[config.mk]
export PLATFORM = sky130hd
export DESIGN_NAME = encoder_delta_command_packetizer_top
export DESIGN_NICKNAME = d
export VERILOG_FILES = /design/src/design/edcp_pkg.sv /design/src/design/edcp_front.sv /design/src/design/edcp_queue.sv /design/src/design/edcp_back.sv /design/src/design/encoder_delta_command_packetizer_top.sv
export SDC_FILE = /design/constraint.sdc
export NUM_CORES = 1
export LEC_CHECK = 0
export BUFFER_PORTS_ARGS = -buffer_cell sky130_fd_sc_hd__buf_2
export CAP_MARGIN = 20
export CORE_UTILIZATION = 55
export DETAILED_ROUTE_END_ITERATION = 12
export GPL_TIMING_DRIVEN = 0
export PLACE_DENSITY = 0.74
export SYNTH_ARGS = -nofsm -noshare
export SYNTH_HDL_FRONTEND = slang
export SYNTH_SLANG_ARGS = --single-unit
[constraint.sdc]
create_clock -name clk -period 8.3 [get_ports clk]
set_input_delay 0.83 -clock clk [delete_from_list [all_inputs] [get_ports clk]]
set_output_delay 0.83 -clock clk [all_outputs]
set_load 0.005 [all_outputs]
[src/design/edcp_pkg.sv]
package edcp_pkg;

  localparam logic [7:0] START_BYTE = 8'hAA;
  localparam logic [7:0] CMD_RESET  = 8'h10;
  localparam logic [7:0] CMD_SET    = 8'h11;

  localparam logic [1:0] ACT_POLL = 2'd0;
  localparam logic [1:0] ACT_KNOB = 2'd1;

  localparam logic [1:0] REG_SEND_INTERVAL = 2'd0;
  localparam logic [1:0] REG_DEBOUNCE      = 2'd1;

  localparam logic [15:0] SEND_INTERVAL_RESET = 16'd20;
  localparam logic [15:0] DEBOUNCE_RESET      = 16'd50;

  localparam logic [7:0] POS_LIMIT = 8'h7F;
  localparam logic [7:0] NEG_LIMIT = 8'h80;

  typedef struct packed {
    logic [1:0]  action;
    logic [31:0] counter_sample;
    logic [31:0] now_ms;
  } in_item_t;

  typedef struct packed {
    logic [7:0] packet_byte;
    logic       last_byte;
  } out_item_t;

  // one queued packet: command and operand; start byte and checksum are implied
  typedef struct packed {
    logic [7:0] cmd;
    logic [7:0] operand;
  } pkt_t;

  typedef struct packed {
    logic push;
    logic pop;
  } q_ctrl_t;

  typedef struct packed {
    logic full;
    logic empty;
  } q_stat_t;

endpackage

[src/design/edcp_front.sv]
module edcp_front (
  input  logic               clk,
  input  logic               rst,
  input  logic               in_valid,
  output logic               in_stall,
  input  edcp_pkg::in_item_t in_item,
  input  logic               cfg_valid,
  output logic               cfg_ready,
  input  logic [1:0]         cfg_index,
  input  logic [15:0]        cfg_data,
  input  logic               q_full,
  output logic               q_push,
  output edcp_pkg::pkt_t     q_data
);
  import edcp_pkg::*;

  logic [15:0] send_interval;
  logic [15:0] debounce;
  logic [31:0] reference_count;
  logic [31:0] last_send_time;
  logic [31:0] last_press_time;

  logic [31:0] delta;
  logic [31:0] send_elapsed;
  logic [31:0] press_elapsed;
  logic        accept;
  logic        send_set;
  logic        send_reset;
  logic [7:0]  operand;

  assign in_stall  = q_full;
  assign cfg_ready = 1'b1;
  assign accept    = in_valid && !in_stall;

  assign delta         = in_item.counter_sample - reference_count;
  assign send_elapsed  = in_item.now_ms - last_send_time;
  assign press_elapsed = in_item.now_ms - last_press_time;

  assign send_set = (in_item.action == ACT_POLL) && (delta != 32'd0)
                    && (send_elapsed >= {16'd0, send_interval});
  assign send_reset = (in_item.action == ACT_KNOB)
                      && (press_elapsed >= {16'd0, debounce});

  // saturate the signed 32-bit movement to a signed byte
  always_comb begin
    if (delta[31]) begin
      operand = (&delta[31:7]) ? delta[7:0] : NEG_LIMIT;
    end else begin
      operand = (|delta[31:7]) ? POS_LIMIT : delta[7:0];
    end
  end

  assign q_push = accept && (send_set || send_reset);
  assign q_data = '{cmd:     (send_set ? CMD_SET : CMD_RESET),
                    operand: (send_set ? operand : 8'h00)};

  always_ff @(posedge clk) begin
    if (rst) begin
      send_interval   <= SEND_INTERVAL_RESET;
      debounce        <= DEBOUNCE_RESET;
      reference_count <= '0;
      last_send_time  <= '0;
      last_press_time <= '0;
    end else begin
      if (cfg_valid && cfg_ready) begin
        if (cfg_index == REG_SEND_INTERVAL) begin
          send_interval <= cfg_data;
        end else if (cfg_index == REG_DEBOUNCE) begin
          debounce <= cfg_data;
        end
      end
      if (accept && send_set) begin
        reference_count <= in_item.counter_sample;
        last_send_time  <= in_item.now_ms;
      end
      if (accept && send_reset) begin
        last_press_time <= in_item.now_ms;
      end
    end
  end

endmodule

[src/design/edcp_queue.sv]
module edcp_queue (
  input  logic              clk,
  input  logic              rst,
  input  edcp_pkg::q_ctrl_t ctrl,
  input  edcp_pkg::pkt_t    wr_data,
  output edcp_pkg::pkt_t    rd_data,
  output edcp_pkg::q_stat_t stat
);
  import edcp_pkg::*;

  pkt_t       slots [2];
  logic       wr_ptr;
  logic       rd_ptr;
  logic [1:0] count;
  logic       do_push;
  logic       do_pop;

  assign stat.full  = (count == 2'd2);
  assign stat.empty = (count == 2'd0);
  assign do_push    = ctrl.push && !stat.full;
  assign do_pop     = ctrl.pop && !stat.empty;
  assign rd_data    = slots[rd_ptr];

  always_ff @(posedge clk) begin
    if (do_push) begin
      slots[wr_ptr] <= wr_data;
    end
  end

  always_ff @(posedge clk) begin
    if (rst) begin
      wr_ptr <= 1'b0;
      rd_ptr <= 1'b0;
      count  <= 2'd0;
    end else begin
      if (do_push) wr_ptr <= !wr_ptr;
      if (do_pop)  rd_ptr <= !rd_ptr;
      unique case ({do_push, do_pop})
        2'b10:   count <= count + 2'd1;
        2'b01:   count <= count - 2'd1;
        default: count <= count;
      endcase
    end
  end

endmodule

[src/design/edcp_back.sv]
module edcp_back (
  input  logic                clk,
  input  logic                rst,
  input  edcp_pkg::pkt_t      q_data,
  input  logic                q_empty,
  output logic                q_pop,
  output logic                out_valid,
  input  logic                out_stall,
  output edcp_pkg::out_item_t out_item
);
  import edcp_pkg::*;

  logic [1:0] byte_idx;   // next byte to send of the current packet; 0 = none active
  pkt_t       cur;
  logic       advance;
  logic [7:0] next_byte;

  assign advance = !out_valid || !out_stall;
  assign q_pop   = advance && (byte_idx == 2'd0) && !q_empty;

  always_comb begin
    unique case (byte_idx)
      2'd1:    next_byte = cur.cmd;
      2'd2:    next_byte = cur.operand;
      2'd3:    next_byte = START_BYTE ^ cur.cmd ^ cur.operand;
      default: next_byte = START_BYTE;
    endcase
  end

  always_ff @(posedge clk) begin
    if (q_pop) begin
      cur <= q_data;
    end
    if (advance) begin
      out_item.packet_byte <= next_byte;
      out_item.last_byte   <= (byte_idx == 2'd3);
    end
  end

  always_ff @(posedge clk) begin
    if (rst) begin
      byte_idx  <= 2'd0;
      out_valid <= 1'b0;
    end else if (advance) begin
      if (byte_idx != 2'd0) begin
        byte_idx  <= byte_idx + 2'd1;
        out_valid <= 1'b1;
      end else if (!q_empty) begin
        byte_idx  <= 2'd1;
        out_valid <= 1'b1;
      end else begin
        out_valid <= 1'b0;
      end
    end
  end

endmodule

[src/design/encoder_delta_command_packetizer_top.sv]
// A packet passes the packet queue; its first byte is then registered at out_item.
// Throughput: one item per cycle while no packet is produced and the packet queue
// is not full; each packet holds the byte serializer for its four bytes.
// A 2-entry packet queue lets the front keep taking items during a packet.
// Reset (rst, synchronous): stored counts and times cleared, registers to defaults.
module encoder_delta_command_packetizer_top (
  input  logic                clk,
  input  logic                rst,
  input  logic                in_valid,
  output logic                in_stall,
  input  edcp_pkg::in_item_t  in_item,
  output logic                out_valid,
  input  logic                out_stall,
  output edcp_pkg::out_item_t out_item,
  input  logic                cfg_valid,
  output logic                cfg_ready,
  input  logic [1:0]          cfg_index,
  input  logic [15:0]         cfg_data
);
  import edcp_pkg::*;

  q_ctrl_t q_ctrl;
  q_stat_t q_stat;
  pkt_t    q_wr_data;
  pkt_t    q_rd_data;
  logic    q_push;
  logic    q_pop;

  assign q_ctrl = '{push: q_push, pop: q_pop};

  edcp_front u_front (
    .clk       (clk),
    .rst       (rst),
    .in_valid  (in_valid),
    .in_stall  (in_stall),
    .in_item   (in_item),
    .cfg_valid (cfg_valid),
    .cfg_ready (cfg_ready),
    .cfg_index (cfg_index),
    .cfg_data  (cfg_data),
    .q_full    (q_stat.full),
    .q_push    (q_push),
    .q_data    (q_wr_data)
  );

  edcp_queue u_queue (
    .clk     (clk),
    .rst     (rst),
    .ctrl    (q_ctrl),
    .wr_data (q_wr_data),
    .rd_data (q_rd_data),
    .stat    (q_stat)
  );

  edcp_back u_back (
    .clk       (clk),
    .rst       (rst),
    .q_data    (q_rd_data),
    .q_empty   (q_stat.empty),
    .q_pop     (q_pop),
    .out_valid (out_valid),
    .out_stall (out_stall),
    .out_item  (out_item)
  );

endmodule
======== Word-level counts from Yosys, hierarchy flattened ========
Memory sizes are Yosys's and may differ from the RTL's. A register that Yosys moved wholly into a read port is not among the register bits.
Cells that the tools add are included.
cells by class
  reduce and logical (&&, ||, !) cells .... 31
  equality and inequality tests ........... 9
  $add $sub $neg .......................... 6
  order comparisons ....................... 2
  mux-type cells .......................... 13
  bitwise gates (word level) .............. 3
operator list
  cell                   number
  $sub A32 B32 Y32       3
  $ge A32 B16 Y1         2
  $mux W8                4
  $reduce_bool A32 Y1    1
  $reduce_and A25 Y1     1
  $reduce_or A25 Y1      1
  $pmux W8 S3            1
  $logic_and A1 B1 Y1    11
  $eq A2 B1 Y1 const B   4
  $eq A2 B2 Y1 const B   4
  $logic_not A2 Y1       4
  $xor A8 B8 Y8          1
  $logic_not A1 Y1       6
  $mux W1                5
  $add A2 B1 Y2 const B  2
  $mux W2                2
  $not A4 Y4             1
  $pmux W2 S2            1
  $reduce_and A2 Y1      2
  $reduce_bool A2 Y1     2
  $reduce_and A3 Y1      1
  $logic_or A1 B1 Y1     2
  $ne A2 B2 Y1 const B   1
  $sub A2 B1 Y2 const B  1
  $not A1 Y1             1
storage, ports and cells
  memories kept ........................... 1
  word-level logic and storage cells ...... 78
  RAM bits ................................ 18
  output and inout port bits .............. 12
  bits of input ports ..................... 89
  register bits ........................... 152
memory list
  memory         depth  width  rd ports  clocked after memory_dff  write ports  line              text
  u_queue.slots  2      9      1         1                         1            edcp_queue.sv:11  pkt_t slots [2];

======== Longest topological paths before layout ========
  depth in word-level cells ............... 9
  depth in mapped cells ................... 28

======== Cells and area by module ========
Synthesis repeated with hierarchy kept, for this count alone.
unflattened totals
  cells, all modules ...................... 1,749
  area, all modules ....................... 14,924.3 µm²
modules (own cells, without submodules)
  module      cells each  area an instance (µm²)  instances
  edcp_front  1,598       12,373.1                1
  edcp_queue  76          1,375.1                 1
  edcp_back   75          1,176.1                 1

======== Least setup slack after synthesis ========
No wires, ideal clock.
  path type ............................... input to register
  from .................................... in in_item[0] in the netlist's numbering
  to ...................................... reg u_queue.count[1]
  data required time ...................... 8.230 ns
  cell stages on the path ................. 27
  setup slack ............................. 3.031 ns
  arrival time ............................ 5.199 ns
  setup time .............................. 0.070 ns
  cells stage by stage .................... inv_1 ha_1 fa_1 nor2b_1 o31a_1 o21ai_0 nand2b_1 nand3_1 nand2_1 a21oi_1 o21bai_1 a21o_1 a21oi_1 xnor2_1 ha_1 a21o_1 a211oi_1 nand2_1 o221ai_1 nand4_1 nor4_1 nand4_1 o31ai_4 and2_1 ha_1 or3_1 a21oi_1
on the way
  cells in the longest elaborated chain, start to end .. 8
  elaborated cells on any way between the ends .. 13
ends and longest elaborated chain
  element                                            line                                        text
  from (decl)                                        encoder_delta_command_packetizer_top.sv:11  input edcp_pkg::in_item_t in_item,
  $sub A32 B32 Y32 (on tied branches)                edcp_front.sv:36, edcp_front.sv:37
  $ge A32 B16 Y1 (on tied branches)                  edcp_front.sv:40, edcp_front.sv:42
  $logic_and A1 B1 Y1 (on tied branches)             edcp_front.sv:40, edcp_front.sv:42
  $logic_or A1 B1 Y1 *                               edcp_front.sv:53                            assign q_push = accept && (send_set || send_reset);
  $logic_and A1 B1 Y1 *                              edcp_front.sv:53
  $logic_and A1 B1 Y1 *                              edcp_queue.sv:20                            assign do_push = ctrl.push && !stat.full;
  $eq A2 B1 Y1 or $eq A2 B2 Y1 (tied branches)       edcp_queue.sv:38                            unique case ({do_push, do_pop})
  $pmux W2 S2 or $reduce_bool A2 Y1 (tied branches)  n/a
  to (signal assigned)                               edcp_queue.sv:39                            2'b10: count <= count + 2'd1;
  to (signal assigned)                               edcp_queue.sv:40                            2'b01: count <= count - 2'd1;
  to (signal assigned)                               edcp_queue.sv:41                            default: count <= count;
  to (decl)                                          edcp_queue.sv:14                            logic [1:0] count;
Every way passes the cells marked *; elsewhere a longest branch is shown, timed or not.
A chain may end at the register's enable or synchronous reset.

======== Worst setup path in the final report ========
Ends and elaborated chain as after synthesis.

==> flow_summary.toml <==
[status]
status = "completed"

[worst_setup_path]
endpoint_kind = "flop"
cp_data_required_time_ns = 8.66
crit_type = "in -> reg"
cp-start-kind = "primary input"
ff2ff_path_depth = 20
crit_fanout = 6
critPathArrivalTime_ns = 6.29

[timing]
rsz0062_at_grt = "no"
fmax_mhz = 168.6
slew_viol_final = 0
fin_crit_ns = 5.930
worst_clock_skew_ns = 0.01955
period_share = 0.7145
setup_tns_ns = 0
slew_headroom = 0.3558
worst_pin_slew_ns = 0.9642
finalSetupViolCount = 0
hold_viol = 0

[power_and_ir_drop]
power_density_mw_per_mm2 = 185.7
power_leakage_nw = 6.267
vdd_drop_max_uv = 145.1

[yosys]
postSynth.asyncResetShare = 0
synthCells = 1606
synth.net_count = 1828
post-synth-top-area-fraction = 0.2051
syn_area_mm2 = 0.01318
yosys_most_used_dff = "dfxtp_1"
ys_ff_latch = 171
yosysSeqAreaShare = 0.2871
synth_area_per_cell_um2 = 8.206
ys_warn_count = 0
synth_edf_count = 36
ys_top_cells_by_area = "dfxtp_1 21%, ha_1 12%, edfxtp_1 8.2%"
yosysTopAreaCell = "dfxtp_1"
synthDistinctLibCells = 86

[floorplan]
dieArea_mm2 = 0.02458
start_util = 0.5615
dieHeight_um = 156.8
die_x_um = 156.8
coreArea_mm2 = 0.02347
ios = 101
placementRows = 56

[flow_run]
maxCapViolCount = 0

[global_routing]
grt_max_degree = 20
grt_pass1_vias = 10967
track_usage = 0.2662
grt_pass1_wl_mm = 52.46
overflow = 0
antenna_found_initial = 2

[place]
hpwl_mm = 25.42
port_buffers = 98
place_area_mm2 = 0.01407
gp_congestion = 0.9122

[cells_and_area]
final_common_cell = "nor2_1"
areaGrowthSynthToFinish_pct = 11.21
nNetsFinal = 1945
layout_common_cells = "188 x nor2_1, 153 x inv_1, 135 x dfxtp_1"
multiInputGateArea_mm2 = 0.008483
antenna_cells = 0
regArea_mm2 = 0.003784
fin_area_mm2 = 0.01466
layout-drive-gt1-share = 0.1008
n_fill_cell = 2172

[clock_network]
postCtsSetupRepairBufs = 0
ctsLongestPathBuffers = 2
ctsHtreeMaxLevel = 4
cts_hold_buf = 0
cts_made_buffers = 17
clockRootBuffer = "clkbuf_16"
insertion_delay_ns = 0.44
cts_tree = "done"
clock-sinks = 171
cts-resized-gates = 0
clk_pin_slew_ns = 0.07

[detailed_routing]
ant_nets = 0
vias = 11701
drt-initial-drc-count = 721
dr.pass1.iters = 6
viasPerCell = 5.694
drt-total-wl_mm = 31.96
wl_per_cell_um = 15.55
drcViolationCount = 0

[worst_hold_path]
hold_class = "reg -> reg"
hold_depth = 2
-- path summary, 6_finish.rpt --
kind                                           start                                      to  slack (ns)
min           u_front.send_interval[11]$_SDFFE_PP0P_  u_front.send_interval[11]$_SDFFE_PP0P_        0.46
min reg2reg   u_front.send_interval[11]$_SDFFE_PP0P_  u_front.send_interval[11]$_SDFFE_PP0P_        0.46
max                                       in_item[0]           u_queue.count[1]$_SDFFE_PP0P_        2.37
max reg2reg  u_front.last_press_time[1]$_SDFFE_PP0P_           u_queue.count[1]$_SDFFE_PP0P_        2.48
-- cells by family (layout without fill, tap and decap cells) --
group	count (synthesis)	after routing	synth area share
buffers and inverters	219	349	0.06921
and+or+nand+nor	521	521	0.1917
other	1	1	0.0002845
DFF	171	171	0.2871
AOI/OAI and AO/OA	378	378	0.1906
muxes	111	111	0.08526
xor gates and xnor gates	72	72	0.04785
adders and majority gates	133	133	0.1280
-- state kept, by name, summed over array words and instances, names as in the netlist, 2 cells and up --
signal                   count
u_front.last_press_time     32
u_front.last_send_time      32
u_front.reference_count     32
u_queue.slots               18
u_front.debounce            16
u_front.send_interval       16
u_back.cur                   9
u_back.out_item              9
u_back.byte_idx              2
u_queue.count                2
-- metrics by stage --
stage / cells / util / power, mW / setup WS, ns / hold WS [ns]
detailed placement: 2023 / 0.5994 / 1.932 / 1.976 / 0.4499
CTS: 2055 / 0.6244 / 2.729 / 2.404 / 0.4625
global route: 2055 / 0.6244 / 2.889 / 1.965 / 0.4811
global placement: 2023 / 0.5994 / 1.908 / 2.060 / 0.4427
floorplan: 1606 / - / 1.689 / 3.031 / 0.4363
finish: 2055 / 0.6244 / 2.721 / 2.370 / 0.4613
-- cell usage after synthesis, types with 36 or more instances --
cell type    n
a21o_1      41
a21oi_1    119
clkbuf_1    45
dfxtp_1    135
edfxtp_1    36
ha_1       130
inv_1      153
mux2i_1    101
nand2_1    126
nor2_1     188
o21ai_0     51
xnor2_1     43
-- power by group --
group	switching (mW)	internal, mW	total (mW)
clock network	0.395	0.405	0.800
registers	0.0406	0.954	0.995
logic	0.541	0.386	0.927
total	0.976	1.75	2.72
-- worst max-delay path, cell delays in order --
cell and delay [ns]:
buf_2 0.12, inv_1 0.08, ha_1 0.23, nor2b_1 0.17
o2111ai_1 0.15, a31oi_1 0.31, a41oi_1 0.27, o21ai_1 0.43
xor2_1 0.13, ha_1 0.24, a221oi_1 0.25, o2111ai_1 0.15
a2111oi_0 0.71, nand4_1 0.20, nor4_1 0.29, nand4_1 0.23
o31ai_4 0.48, and2_1 0.23, ha_1 0.26, or3_1 0.37
a21oi_1 0.14
-- metal layers --
metal / global-route usage / wire length (um) / vias to the layer above
met2: 0.4563 / 14990 / 263
met5: 0 / 16 / -
li1: - / - / 5913
met1: 0.3469 / 15040 / 5472
met4: 0.07937 / 730 / 4
met3: 0.03406 / 1174 / 49
-- cell type report --
type | count | share of cell area
tap | 319 | 0.02723
timing repair buffer | 98 | 0.03346
clock buffer | 17 | 0.02903
sequential | 171 | 0.2582
multi-input combinational | 1216 | 0.5788
inverter | 153 | 0.03918
clock inverter | 15 | 0.01110
buffer | 66 | 0.02305
Power figures use the tool's default switching activity.
